$ cat src/hdl/csft_pkg.sv
package csft_pkg;

  // Request codes
  localparam logic [1:0] REQ_ACC = 2'd0;
  localparam logic [1:0] REQ_FIN = 2'd1;
  localparam logic [1:0] REQ_CLS = 2'd2;

  // Frame and histogram sizing
  localparam int unsigned CNT_W   = 21;
  localparam int unsigned SUM_W   = 28;
  localparam int unsigned SQ_W    = 36;
  localparam int unsigned PROD_W  = 58;
  localparam int unsigned MB_W    = 28;
  localparam logic [CNT_W-1:0] MAX_PIXELS = 21'd1048576;

  // floor(x/10) for x below 2^24 as (x * DIV10_RECIP) >> 30
  localparam logic [26:0] DIV10_RECIP = 27'd107374183;

  // Iterative divider sizing
  localparam int unsigned DIV_NW = 74;
  localparam int unsigned DIV_DW = 42;
  localparam int unsigned DIV_QW = 32;
  localparam int unsigned DIV_CW = 7;

  // Iterative square root sizing
  localparam int unsigned SQ_XW = 32;
  localparam int unsigned SQ_RW = 16;
  localparam int unsigned SQ_CW = 5;

  localparam logic [15:0] THR_MIN  = 16'd256;
  localparam logic [15:0] K_RESET  = 16'd768;
  localparam logic [7:0]  PIX_ON   = 8'd255;

  typedef enum logic [1:0] {
    EMIT_IN,
    EMIT_ACC,
    EMIT_FIN
  } emit_src_e;

  typedef enum logic [1:0] {
    MUL_SQ_CNT,
    MUL_SUM_SUM,
    MUL_CNT_CNT
  } mul_sel_e;

  typedef struct packed {
    logic      load;
    logic      acc_wr;
    logic      rd_walk;
    logic      walk_acc;
    logic      clr_step;
    logic      fin_init;
    logic      set_empty;
    logic      mul_start;
    mul_sel_e  mul_sel;
    logic      div_start;
    logic      div_var;
    logic      cap_mean;
    logic      sigma_zero;
    logic      sqrt_start;
    logic      cap_sigma;
    logic      tmul;
    logic      set_thr;
    logic      emit;
    emit_src_e emit_src;
  } cmd_t;

  typedef struct packed {
    logic bin_last;
    logic empty;
    logic cnt_le1;
    logic mul_idle;
    logic div_busy;
    logic sqrt_busy;
  } sts_t;

endpackage

$ cat src/hdl/csft_ctrl.sv
module csft_ctrl (
  input  logic            clk_i,
  input  logic            rst_ni,
  input  logic            start,
  input  logic [1:0]      req_type_i,
  input  csft_pkg::sts_t  sts_i,
  output csft_pkg::cmd_t  cmd_o,
  output logic            busy
);

  localparam logic [4:0] S_CLR     = 5'd0;
  localparam logic [4:0] S_IDLE    = 5'd1;
  localparam logic [4:0] S_ACC     = 5'd2;
  localparam logic [4:0] S_FIN     = 5'd3;
  localparam logic [4:0] S_WRD     = 5'd4;
  localparam logic [4:0] S_WACC    = 5'd5;
  localparam logic [4:0] S_EMPTY   = 5'd6;
  localparam logic [4:0] S_MEAN    = 5'd7;
  localparam logic [4:0] S_MEAN_W  = 5'd8;
  localparam logic [4:0] S_MUL_A   = 5'd9;
  localparam logic [4:0] S_MUL_A_W = 5'd10;
  localparam logic [4:0] S_MUL_B   = 5'd11;
  localparam logic [4:0] S_MUL_B_W = 5'd12;
  localparam logic [4:0] S_MUL_C   = 5'd13;
  localparam logic [4:0] S_MUL_C_W = 5'd14;
  localparam logic [4:0] S_VAR     = 5'd15;
  localparam logic [4:0] S_VAR_W   = 5'd16;
  localparam logic [4:0] S_SQRT    = 5'd17;
  localparam logic [4:0] S_SQRT_W  = 5'd18;
  localparam logic [4:0] S_TMUL    = 5'd19;
  localparam logic [4:0] S_THR     = 5'd20;

  logic [4:0] state_q;
  logic [4:0] state_d;

  always_ff @(posedge clk_i or negedge rst_ni) begin
    if (!rst_ni) begin
      state_q <= S_CLR;
    end else begin
      state_q <= state_d;
    end
  end

  // Next state and datapath commands
  always_comb begin
    state_d = state_q;
    cmd_o   = '0;
    unique case (state_q)
      S_CLR: begin
        cmd_o.clr_step = 1'b1;
        if (sts_i.bin_last) begin
          state_d = S_IDLE;
        end
      end
      S_IDLE: begin
        if (start) begin
          cmd_o.load = 1'b1;
          priority if (req_type_i == csft_pkg::REQ_ACC) begin
            state_d = S_ACC;
          end else if (req_type_i == csft_pkg::REQ_FIN) begin
            state_d = S_FIN;
          end else begin
            cmd_o.emit     = 1'b1;
            cmd_o.emit_src = csft_pkg::EMIT_IN;
          end
        end
      end
      S_ACC: begin
        cmd_o.acc_wr   = 1'b1;
        cmd_o.emit     = 1'b1;
        cmd_o.emit_src = csft_pkg::EMIT_ACC;
        state_d        = S_IDLE;
      end
      S_FIN: begin
        cmd_o.fin_init = 1'b1;
        state_d        = S_WRD;
      end
      S_WRD: begin
        cmd_o.rd_walk = 1'b1;
        state_d       = S_WACC;
      end
      S_WACC: begin
        cmd_o.walk_acc = 1'b1;
        if (!sts_i.bin_last) begin
          state_d = S_WRD;
        end else if (sts_i.empty) begin
          state_d = S_EMPTY;
        end else begin
          state_d = S_MEAN;
        end
      end
      S_EMPTY: begin
        cmd_o.set_empty = 1'b1;
        cmd_o.emit      = 1'b1;
        cmd_o.emit_src  = csft_pkg::EMIT_FIN;
        state_d         = S_IDLE;
      end
      S_MEAN: begin
        cmd_o.div_start = 1'b1;
        state_d         = S_MEAN_W;
      end
      S_MEAN_W: begin
        if (!sts_i.div_busy) begin
          cmd_o.cap_mean = 1'b1;
          if (sts_i.cnt_le1) begin
            cmd_o.sigma_zero = 1'b1;
            state_d          = S_TMUL;
          end else begin
            state_d = S_MUL_A;
          end
        end
      end
      S_MUL_A: begin
        cmd_o.mul_start = 1'b1;
        cmd_o.mul_sel   = csft_pkg::MUL_SQ_CNT;
        state_d         = S_MUL_A_W;
      end
      S_MUL_A_W: begin
        if (sts_i.mul_idle) begin
          state_d = S_MUL_B;
        end
      end
      S_MUL_B: begin
        cmd_o.mul_start = 1'b1;
        cmd_o.mul_sel   = csft_pkg::MUL_SUM_SUM;
        state_d         = S_MUL_B_W;
      end
      S_MUL_B_W: begin
        if (sts_i.mul_idle) begin
          state_d = S_MUL_C;
        end
      end
      S_MUL_C: begin
        cmd_o.mul_start = 1'b1;
        cmd_o.mul_sel   = csft_pkg::MUL_CNT_CNT;
        state_d         = S_MUL_C_W;
      end
      S_MUL_C_W: begin
        if (sts_i.mul_idle) begin
          state_d = S_VAR;
        end
      end
      S_VAR: begin
        cmd_o.div_start = 1'b1;
        cmd_o.div_var   = 1'b1;
        state_d         = S_VAR_W;
      end
      S_VAR_W: begin
        if (!sts_i.div_busy) begin
          state_d = S_SQRT;
        end
      end
      S_SQRT: begin
        cmd_o.sqrt_start = 1'b1;
        state_d          = S_SQRT_W;
      end
      S_SQRT_W: begin
        if (!sts_i.sqrt_busy) begin
          cmd_o.cap_sigma = 1'b1;
          state_d         = S_TMUL;
        end
      end
      S_TMUL: begin
        cmd_o.tmul = 1'b1;
        state_d    = S_THR;
      end
      S_THR: begin
        cmd_o.set_thr  = 1'b1;
        cmd_o.emit     = 1'b1;
        cmd_o.emit_src = csft_pkg::EMIT_FIN;
        state_d        = S_IDLE;
      end
      default: begin
        state_d = S_IDLE;
      end
    endcase
  end

  assign busy = (state_q != S_IDLE);

endmodule

$ cat config.mk
export PLATFORM = sky130hd
export DESIGN_NAME = csft_ctrl
export DESIGN_NICKNAME = d
export VERILOG_FILES = /design/src/hdl/csft_pkg.sv /design/src/hdl/csft_ctrl.sv
export SDC_FILE = /design/constraint.sdc
export NUM_CORES = 1
export LEC_CHECK = 0
export BUFFER_PORTS_ARGS = -buffer_cell sky130_fd_sc_hd__buf_2
export CORE_UTILIZATION = 31
export CTS_BUF_LIST = sky130_fd_sc_hd__clkbuf_4 sky130_fd_sc_hd__clkbuf_8
export CTS_CLUSTER_DIAMETER = 40
export DETAILED_ROUTE_END_ITERATION = 7
export PLACE_DENSITY = 0.55
export SLEW_MARGIN = 20
export SYNTH_ARGS = -nofsm -noshare
export SYNTH_HDL_FRONTEND = slang
export SYNTH_SLANG_ARGS = --single-unit
$ cat constraint.sdc
create_clock -name clk_i -period 3.8 [get_ports clk_i]
set_clock_uncertainty 0.15 [all_clocks]
set_input_delay 0.38 -clock clk_i [delete_from_list [all_inputs] [get_ports clk_i]]
set_output_delay 0.38 -clock clk_i [all_outputs]
set_load 0.01 [all_outputs]
# After elaboration in Yosys (flattened, before gate mapping)
# Index checks and enable logic that the tools add are counted.
# classes
n_mux	37
n_reduce_logical	5
n_eq_ne	31
# ops
op	count
5-bit case mux with 18 select lines	1
5-bit 2-to-1 mux	12
5-bit by 4-bit == test with 1-bit output (second input constant)	8
5-bit == test (second input constant)	5
5-bit by 3-bit == test with 1-bit output (second input constant)	4
3-bit case mux with 3 select lines	2
1-bit 2-to-1 mux	17
2-bit inequality test (second input constant)	8
5-bit by 2-bit == test with 1-bit output (second input constant)	2
3-bit 2-to-1 mux	3
9-bit AND reduction	1
5-bit by 1-bit == test with 1-bit output (second input constant)	1
5-bit zero test	1
5-bit by 1-bit inequality test with 1-bit output (second input constant)	1
2-bit 2-to-1 mux	2
2-bit OR reduction	2
3-bit inequality test (second input constant)	1
2-bit by 1-bit == test with 1-bit output (second input constant)	1
2-bit zero test	1
# totals
word_cells	74
output_inout_bits	22
register_bits	5

# Depth between registers and ports, before layout
# Gate-level depths: netlist of the first run.
# depth
word_depth	5
mapped_depth	7
ltp_nobuf	5

# Worst setup path after synthesis of the first run
# No wires, ideal clock.
# synth_path
path_kind	register to output
start	reg state_q[4]
end	out cmd_o[7] (netlist name)
path_buffers	1
arrival_ps	1512
required_ps	3270
stages_incl_launch_ff	5
slack_ps	1758
cell_sequence	dfrtp_1 -> or2_1 -> clkbuf_1 -> nor4b_1 -> and2_1
# synth_lines
element	line	source
start: declaration	csft_ctrl.sv:33	logic [4:0] state_q;
start signal: assignment	csft_ctrl.sv:40	state_q <= state_d;
end: declaration	csft_ctrl.sv:7	output csft_pkg::cmd_t cmd_o,

==> results of run 1 <==
final timing paths:
kind	from	endpoint	slack [ns]	depth (start not counted)
worst max-delay path	state_q[3]	cmd_o[7]	1.37	4
worst max register to register	state_q[3]	state_q[4]	1.64	5
max in group asynchronous	rst_ni	state_q[1]	3.04	2
worst min register to register	state_q[1]	state_q[2]	0.62	2
min in group clk_i	req_type_i[1]	state_q[0]	0.40	3
worst min-delay path	rst_ni	state_q[4]	0.32	2
cells by family after synthesis:
| family | Yosys count | share of synthesized area (%) |
|---|---|---|
| AO/OA/AOI/OAI | 19 | 20.3 |
| XOR/XNOR | 1 | 1.39 |
| buffers and inverters | 14 | 11.4 |
| flip-flops | 5 | 19.9 |
| multiplexers | 4 | 7.97 |
| AND/OR/NAND/NOR | 47 | 39.0 |
cell usage in the layout, fill, tap and decap left out, drive strengths merged:
| cell type | Yosys | layout |
|---|---|---|
| clkbuf | 6 | 4 |
| nand2b | 2 | 2 |
| xor2 | 1 | 1 |
| nand3b | 1 | 1 |
| a21oi | 5 | 5 |
| nor2b | 1 | 1 |
| a211oi | 1 | 1 |
| nand3 | 2 | 2 |
| dlygate4sd3 | 0 | 1 |
| or2 | 2 | 2 |
| mux2i | 2 | 2 |
| o22ai | 1 | 1 |
| nand2 | 7 | 7 |
| or3b | 1 | 1 |
| nor2 | 13 | 13 |
| a41o | 1 | 1 |
| o21bai | 3 | 3 |
| mux2 | 2 | 2 |
| and3 | 3 | 3 |
| nor4 | 1 | 1 |
| and2 | 1 | 1 |
| buf | 3 | 32 |
| a22o | 1 | 1 |
| a32oi | 1 | 1 |
| a21bo | 1 | 1 |
| a311oi | 1 | 1 |
| nor3 | 11 | 11 |
| o21ai | 4 | 4 |
| or2b | 1 | 1 |
| dfrtp | 5 | 5 |
| inv | 5 | 5 |
| nor4b | 1 | 1 |
metal layers:
layer | vias up | GRT usage, % | routed length (um)
li1 | 370 | - | -
met1 | 322 | 26.1 | 808
met2 | 24 | 26.7 | 804
met3 | 2 | 1.15 | 65
met4 | 0 | 8.57 | 13
met5 | - | 0 | 0
what timing repair did:
item                                   in CTS  in global routing
hold buffers                                1                  0
buffers inserted                            0                  0
endpoints found under the hold margin       5                  0
resized for setup                           0                  0
area by class of cell:
class | count | area, um^2
clock buffer | 4 | 30.0
fill | 199 | 1010
inverter | 5 | 18.8
multi-input combinational | 71 | 432
sequential | 5 | 125
tap | 25 | 31.3
timing repair buffer | 33 | 170
power by group:
part / internal (mW) / leakage (nW) / switching (mW)
clock network: 0.0469 / 0.0184 / 0.0232
registers: 0.0770 / 0.0637 / 0.0878
logic: 0.185 / 0.353 / 0.208
total: 0.309 / 0.435 / 0.319
metrics by stage:
step | hold slack, ns | total power, mW | area, um^2 | util, % | instances
2_1_floorplan | -0.0656 | 0.478 | 628 | - | 90
3_3_place_gp | 0.0473 | 0.561 | 767 | 42.1 | 138
3_5_place_dp | 0.0490 | 0.555 | 767 | 42.1 | 138
4_1_cts | 0.314 | 0.632 | 807 | 44.3 | 143
5_1_grt | 0.361 | 0.696 | 807 | 44.3 | 143
6_report | 0.320 | 0.628 | 807 | 44.3 | 143
synth_stat cells, drive strengths merged, types with 2 or more instances:
library cell / instances
nand3: 2
o21ai: 4
and3: 3
nand2b: 2
nor2: 13
mux2: 2
a21oi: 5
dfrtp: 5
mux2i: 2
inv: 5
nand2: 7
clkbuf: 6
buf: 3
nor3: 11
or2: 2
o21bai: 3
==> results.sh, run 1 <==
export IMPL_worstPathBufferInverterCount=2
export IMPL_start_kind="flip-flop"
export IMPL_syn_to_final_growth_pct=28.5
export IMPL_clk_path_buf_depth=2
export IMPL_dieArea_um2=2210
export IMPL_yosysTopAreaCell="dfrtp_1"
export IMPL_drt_pre_antenna_iters=6
export IMPL_ys_seq_area_share_pct=19.9
export IMPL_worstPathMaxFanout=18
export IMPL_grt_pass1_vias=621
export IMPL_ir_drop_uv=357
export IMPL_drc_errors=0
export IMPL_num_antenna_cells=0
export IMPL_htree_levels=1
export IMPL_slowest_stage="dfrtp_1"
export IMPL_slowest_delay_ns=0.68
export IMPL_rows=15
export IMPL_num_vias=718
export IMPL_min_path_type="primary input to async pin"
export IMPL_largest_registers="state_q x5"
export IMPL_outcome="finished clean"
export IMPL_finalMaxSlewViolations=0
export IMPL_fp_dieW_um=47.0
export IMPL_gr_usage_all_layers_pct=17.9
export IMPL_top_register="state_q"
export IMPL_required_ns=3.27
export IMPL_syn_area_um2=628
export IMPL_ant_nets=0
export IMPL_worstSetupPathType="flip-flop to primary output"
export IMPL_synth_edf_count=0
export IMPL_leakagePower_nw=0.435
export IMPL_hold_violations=0
export IMPL_fin_tns_setup_ns=0
export IMPL_largest_reg_flops=5
export IMPL_path_cells="inv_1, nor4b_1, and2_1, buf_2"
export IMPL_synth_seq_cells=5
export IMPL_initial_core_util_pct=34.5
export IMPL_drt_iter0_markers=15
export IMPL_port_buffers=32
export IMPL_crit_path_end_kind="primary output"
export IMPL_synth_area_leaders="dfrtp_1, nor3_1, nor2_1, mux2_4, nand2_1"
export IMPL_grt_overflow_total=0
export IMPL_grt_max_degree=19
export IMPL_period_share_pct=64.1
export IMPL_grt_pass1_wl_mm=2.80
export IMPL_die_y_um=47.0
export IMPL_async_reset_ff_share_pct=100
export IMPL_clkTransAtPathRegs_ns=0.05
export IMPL_wirelength_mm=1.69
export IMPL_core_area_um2=1820
export IMPL_syn_num_nets=101
export IMPL_numCtsBuffers=3
export IMPL_synth_top_cell_area_share_pct=19.9
export IMPL_antenna_found_initial=0
export IMPL_tritoncts="built"
export IMPL_via_per_inst=5.02
export IMPL_ys_flop_type="dfrtp_1"
export IMPL_pin_count=33
export IMPL_arrival_ns=1.90
export IMPL_max_freq_ghz=0.411
export IMPL_tightest_slew_ns=0.544
export IMPL_cts_root_buf="clkbuf_4"
export IMPL_powerDensity_nw_per_um2=778
export IMPL_clock_sinks=5
export IMPL_hpwl_mm=1.29
export IMPL_synthCells=90
export IMPL_drv_cap=0
export IMPL_yosysUniqueCellTypes=34
export IMPL_drive_above_1_share_pct=34.7
export IMPL_dp_worst_setup_slack_ns=1.67
export IMPL_ys_warn_count=0
export IMPL_num_nets_final=130
export IMPL_fin_crit_ns=2.43
export IMPL_syn_avg_cell_area_um2=6.98
export IMPL_setup_slack_ns=1.37
export IMPL_slew_headroom_pct=63.7
export IMPL_insertion_delay_ns=0.25
export IMPL_rsz0062_at_grt="no"
export IMPL_setup_viol=0
export IMPL_wl_per_cell_um=11.8
export IMPL_critPathTopFamily="flip-flops"
export IMPL_place_congestion=0.803
Power figures use the tool's default switching activity.
==> run 2: changes to the inputs <==
--- a/config.mk
+++ b/config.mk
@@ -10,7 +10,7 @@
 export CTS_BUF_LIST = sky130_fd_sc_hd__clkbuf_4 sky130_fd_sc_hd__clkbuf_8
 export CTS_CLUSTER_DIAMETER = 40
 export DETAILED_ROUTE_END_ITERATION = 7
-export PLACE_DENSITY = 0.55
+export PLACE_DENSITY = 0.57
 export SLEW_MARGIN = 20
 export SYNTH_ARGS = -nofsm -noshare
 export SYNTH_HDL_FRONTEND = slang
==> constraint.sdc (replaced) <==
create_clock -name clk_i -period 2.1 [get_ports clk_i]
set_clock_uncertainty 0.15 [all_clocks]
set_input_delay 0.21 -clock clk_i [delete_from_list [all_inputs] [get_ports clk_i]]
set_output_delay 0.21 -clock clk_i [all_outputs]
set_load 0.01 [all_outputs]
==> run 2 against run 1 <==
Power is 97% higher. Critical path depth unchanged. Hold slack lost 0.17 ns. Global-route usage decreased by 0.33 points. Setup slack got worse by 1.2 ns. Register-to-register slack got worse by 1.5 ns. Highest routed layer unchanged. Final area is 7.3% higher. Non-clock buffer count rose by 7. Sequential power grew 40%. Wire length up 5.9%. Clock power increased by 62%. Die area stayed put.
==> results.sh, run 2 (same netlist as run 1, synthesis figures left out) <==
export IMPL_min_path_type="primary input to async pin"
export IMPL_total_power_mw=1.24
export IMPL_clkTransAtPathRegs_ns=0.05
export IMPL_wirelength_mm=1.79
export IMPL_port_buffers=32
export IMPL_met1_usage_pct=21.9
export IMPL_leakagePower_nw=0.472
export IMPL_drv_cap=0
export IMPL_num_antenna_cells=0
export IMPL_ant_nets=0
export IMPL_initial_core_util_pct=34.5
export IMPL_final_cell_mix="buf_2, nor2_1, nor3_1, nand2_1, buf_4"
export IMPL_dieArea_um2=2210
export IMPL_postLayoutCellArea_um2=866
export IMPL_grt_max_degree=13
export IMPL_syn_to_final_growth_pct=37.8
export IMPL_pwr_share_comb_pct=72.1
export IMPL_p_int_mw=0.632
export IMPL_place_area_um2=820
export IMPL_drive_above_1_share_pct=40.0
export IMPL_pwr_share_clk_pct=9.2
export IMPL_period_share_pct=93.7
export IMPL_max_freq_ghz=0.508
export IMPL_grt_pass1_vias=620
export IMPL_num_nets_final=137
export IMPL_drt_pre_antenna_iters=4
export IMPL_start_kind="flip-flop"
export IMPL_arrival_ns=1.61
export IMPL_via_per_inst=5.09
export IMPL_slew_headroom_pct=76.3
export IMPL_wl_per_cell_um=11.9
export IMPL_gr_usage_all_layers_pct=17.5
export IMPL_worstPathMaxFanout=11
export IMPL_setup_viol=0
export IMPL_ir_drop_uv=720
export IMPL_pin_count=33
export IMPL_htree_levels=1
export IMPL_grt_pass1_wl_mm=2.65
export IMPL_antenna_found_initial=0
export IMPL_powerDensity_nw_per_um2=1430
export IMPL_required_ns=1.74
export IMPL_hold_violations=0
export IMPL_fin_tns_setup_ns=0
export IMPL_worstSetupPathType="flip-flop to primary output"
export IMPL_crit_path_end_kind="primary output"
export IMPL_num_vias=763
export IMPL_largest_registers="state_q x5"
export IMPL_fp_dieW_um=47.0
export IMPL_insertion_delay_ns=0.25
export IMPL_largest_reg_flops=5
export IMPL_top_register="state_q"
export IMPL_final_common_cell="buf_2"
export IMPL_grtUsageMet2_pct=29.7
export IMPL_globalRouteMet3Util_pct=1.15
export IMPL_grt_busiest_layer="met2"
export IMPL_finalCoreUtilization_pct=47.6
export IMPL_finalMaxSlewViolations=0
export IMPL_core_area_um2=1820
export IMPL_p_sw_share_pct=48.8
export IMPL_rsz0062_at_grt="no"
export IMPL_drt_iter0_markers=9
export IMPL_tritoncts="built"
export IMPL_hpwl_mm=1.44
export IMPL_place_congestion=0.814
export IMPL_die_y_um=47.0
export IMPL_outcome="finished clean"
export IMPL_clk_path_buf_depth=2
export IMPL_pwr_share_seq_pct=18.7
export IMPL_clock_sinks=5
export IMPL_numCtsBuffers=3
export IMPL_tightest_slew_ns=0.355
export IMPL_p_switching_mw=0.603
export IMPL_drc_errors=0
export IMPL_rows=15
export IMPL_fin_crit_ns=1.97
export IMPL_cts_root_buf="clkbuf_4"
export IMPL_grt_overflow_total=0
run 2: cell count changes in the layout (fill, tap and decap cells not counted), sizes merged:
cell / change
buf: +7
clkbuf: -1
clkinv: +1
run 2: metrics by stage:
stage               std cells  hold WS [ns]  setup WS, ns
detailed placement        145        -0.119         0.177
finish                    150         0.151         0.133
global route              150         0.166        0.0297
global placement          145        -0.122         0.211
floorplan                  90        -0.236         0.190
CTS                       150         0.153        0.0191
run 2: area by class of cell:
type / instances / area (um^2)
Multi-Input combinational cell: 71 / 440
Fill cell: 200 / 955
Tap cell: 25 / 31.3
Timing Repair Buffer: 40 / 223
Sequential cell: 5 / 125
Clock inverter: 1 / 5.00
Clock buffer: 3 / 22.5
Inverter: 5 / 18.8
run 2: path summary, 6_finish.rpt:
path | start | to | slack (ns) | cells past startpoint
setup / recovery | state_q[4] | cmd_o[7] | 0.13 | 4
hold / removal | rst_ni | state_q[2] | 0.15 | 2
setup reg to reg | state_q[3] | state_q[3] | 0.16 | 5
hold reg to reg | state_q[2] | state_q[2] | 0.56 | 2
max in group asynchronous | rst_ni | state_q[1] | 1.52 | 2
min in group clk_i | req_type_i[1] | state_q[0] | 0.23 | 3
run 2: critical path: stages, from the launching register on:
cell,delay (ns)
dfrtp_1,0.50
or2_4,0.34
nor4b_2,0.24
and2_1,0.16
buf_2,0.12
run 2: layer usage:
layer  part of all wire, %  wire length, um
met5                     0                0
met3                   3.8               68
met4                   2.5               44
met2                    47              834
met1                    47              844
run 2: power groups by stage:
| stage | sequential (mW) | clock, mW | combinational (mW) |
|---|---|---|---|
| 2_1_floorplan | 0.181 | 0 | 0.684 |
| 3_3_place_gp | 0.233 | 0 | 0.872 |
| 3_5_place_dp | 0.231 | 0 | 0.873 |
| 4_1_cts | 0.229 | 0.114 | 0.880 |
| 5_1_grt | 0.240 | 0.120 | 0.987 |
| 6_report | 0.231 | 0.114 | 0.891 |
run 2: repair_timing:
action,in CTS,in global routing
setup buffers,0,0
setup endpoints to repair,0,1
hold buffers,1,0
endpoints found under the hold margin,5,0
gates resized for setup,0,2
==> run 3: changes to the inputs <==
--- a/config.mk
+++ b/config.mk
@@ -6,11 +6,11 @@
 export NUM_CORES = 1
 export LEC_CHECK = 0
 export BUFFER_PORTS_ARGS = -buffer_cell sky130_fd_sc_hd__buf_2
-export CORE_UTILIZATION = 31
+export CORE_UTILIZATION = 30
 export CTS_BUF_LIST = sky130_fd_sc_hd__clkbuf_4 sky130_fd_sc_hd__clkbuf_8
 export CTS_CLUSTER_DIAMETER = 40
 export DETAILED_ROUTE_END_ITERATION = 7
-export PLACE_DENSITY = 0.57
+export PLACE_DENSITY = 0.55
 export SLEW_MARGIN = 20
 export SYNTH_ARGS = -nofsm -noshare
 export SYNTH_HDL_FRONTEND = slang
==> run 3 against run 2 <==
Die area rose by 3.2%. Wire length grew 7.9%. Non-clock buffer count stayed put. Critical path type unchanged.
==> results.sh, run 3 (same netlist as run 1, synthesis figures left out) <==
export IMPL_max_freq_ghz=0.503
export IMPL_num_nets_final=137
export IMPL_dp_worst_setup_slack_ns=0.181
export IMPL_wl_per_cell_um=12.7
export IMPL_ff2ff_setup_slack_ns=0.17
export IMPL_min_path_type="primary input to async pin"
export IMPL_drv_cap=0
export IMPL_outcome="finished clean"
export IMPL_period_share_pct=94.7
export IMPL_p_int_mw=0.638
export IMPL_r2r_start="state_q[0]"
export IMPL_slew_headroom_pct=76.2
export IMPL_setup_slack_ns=0.112
export IMPL_grt_max_degree=16
export IMPL_fin_tns_setup_ns=0
export IMPL_pwr_share_clk_pct=10.5
export IMPL_wirelength_mm=1.93
export IMPL_arrival_ns=1.63
export IMPL_hold_violations=0
export IMPL_drc_errors=0
export IMPL_via_per_inst=4.97
export IMPL_pin_count=33
export IMPL_rows=16
export IMPL_clkTransAtPathRegs_ns=0.05
export IMPL_insertion_delay_ns=0.25
export IMPL_drive_above_1_share_pct=39.2
export IMPL_grt_overflow_total=0
export IMPL_grt_pass1_wl_mm=3.06
export IMPL_final_cell_mix="buf_2, nor2_1, nor3_1, nand2_1, buf_4"
export IMPL_numCtsBuffers=3
export IMPL_worstSetupPathType="flip-flop to primary output"
export IMPL_finalCoreUtilization_pct=44.3
export IMPL_die_y_um=47.8
export IMPL_largest_registers="state_q x5"
export IMPL_setup_viol=0
export IMPL_drt_iter0_markers=15
export IMPL_powerDensity_nw_per_um2=1440
export IMPL_top_register="state_q"
export IMPL_p_sw_share_pct=49.1
export IMPL_core_area_um2=1960
export IMPL_cts_setup_buffers=0
export IMPL_nFillCells=226
export IMPL_leakagePower_nw=0.471
export IMPL_whs_ns=0.161
export IMPL_cts_root_buf="clkbuf_4"
export IMPL_total_power_mw=1.25
export IMPL_rsz0062_at_grt="no"
export IMPL_clk_path_buf_depth=2
export IMPL_fin_crit_ns=1.99
export IMPL_place_congestion=0.869
export IMPL_drt_pre_antenna_iters=4
export IMPL_r2r_cells=5
export IMPL_syn_to_final_growth_pct=38.2
export IMPL_pwr_share_comb_pct=71.1
export IMPL_tritoncts="built"
export IMPL_p_switching_mw=0.616
export IMPL_ir_drop_uv=876
export IMPL_antenna_found_initial=0
export IMPL_clock_sinks=5
export IMPL_place_area_um2=822
export IMPL_tightest_slew_ns=0.357
export IMPL_port_buffers=32
export IMPL_fp_dieW_um=47.8
export IMPL_ant_nets=0
export IMPL_hpwl_mm=1.48
export IMPL_worstPathMaxFanout=9
export IMPL_htree_levels=1
export IMPL_crit_path_end_kind="primary output"
export IMPL_largest_reg_flops=5
export IMPL_final_common_cell="buf_2"
export IMPL_initial_core_util_pct=32.0
export IMPL_postLayoutCellArea_um2=868
export IMPL_finalNonFillerCells=152
export IMPL_num_vias=756
export IMPL_grt_pass1_vias=671
export IMPL_finalMaxSlewViolations=0
export IMPL_timing_rr_end="state_q[3]"
export IMPL_gr_usage_all_layers_pct=19.2
export IMPL_multi_input_comb_area_um2=438
export IMPL_seq_area_um2=125
export IMPL_pwr_share_seq_pct=18.4
export IMPL_start_kind="flip-flop"
export IMPL_required_ns=1.74
export IMPL_num_antenna_cells=0
export IMPL_dp_cells=147
export IMPL_dieArea_um2=2280
run 3: repair_timing:
item | in CTS | in global routing
resized for setup | 0 | 1
setup endpoints to repair | 0 | 1
hold endpoints to repair | 5 | 0
hold buffers | 1 | 0
run 3: how the worst max path moves through the flow:
stage | from | to | slack, ns | cells after the start
after global placement | state_q[0] | state_q[3] | 0.21 | 5
after floorplan | state_q[3] | state_q[3] | 0.19 | 7
after detailed placement | state_q[0] | state_q[3] | 0.18 | 5
final | state_q[4] | cmd_o[7] | 0.11 | 4
after CTS | state_q[4] | cmd_o[7] | 0.05 | 4
after global routing | state_q[0] | cmd_o[7] | 0.05 | 4
run 3: final cells by class:
class                   count  share of cell area [%]
well taps                  27                    3.89
multi-input cells          71                    50.4
clock buffers               4                    3.46
inverters                   5                    2.16
flip-flops and latches      5                    14.4
repair buffers             40                    25.6
run 3: routing by layer:
layer | up-vias | GRT usage, % | part of all wire [%]
li1 | 385 | - | -
met1 | 342 | 26.0 | 50
met2 | 29 | 32.2 | 45
met3 | 0 | 3.40 | 5.4
met4 | 0 | 3.33 | 0
met5 | - | 0 | 0
run 3: critical path, stage by stage (launching register included):
cell and delay [ns]:
dfrtp_1 0.50, or2_1 0.36, nor4b_2 0.25, and2_1 0.15, buf_2 0.12
run 3: power groups by stage:
stage | Sequential (mW) | Combinational (mW) | Clock (mW)
after CTS | 0.230 | 0.887 | 0.134
after floorplan | 0.181 | 0.684 | 0
after global placement | 0.231 | 0.883 | 0
after global routing | 0.238 | 0.991 | 0.139
after detailed placement | 0.228 | 0.881 | 0
final | 0.230 | 0.892 | 0.132
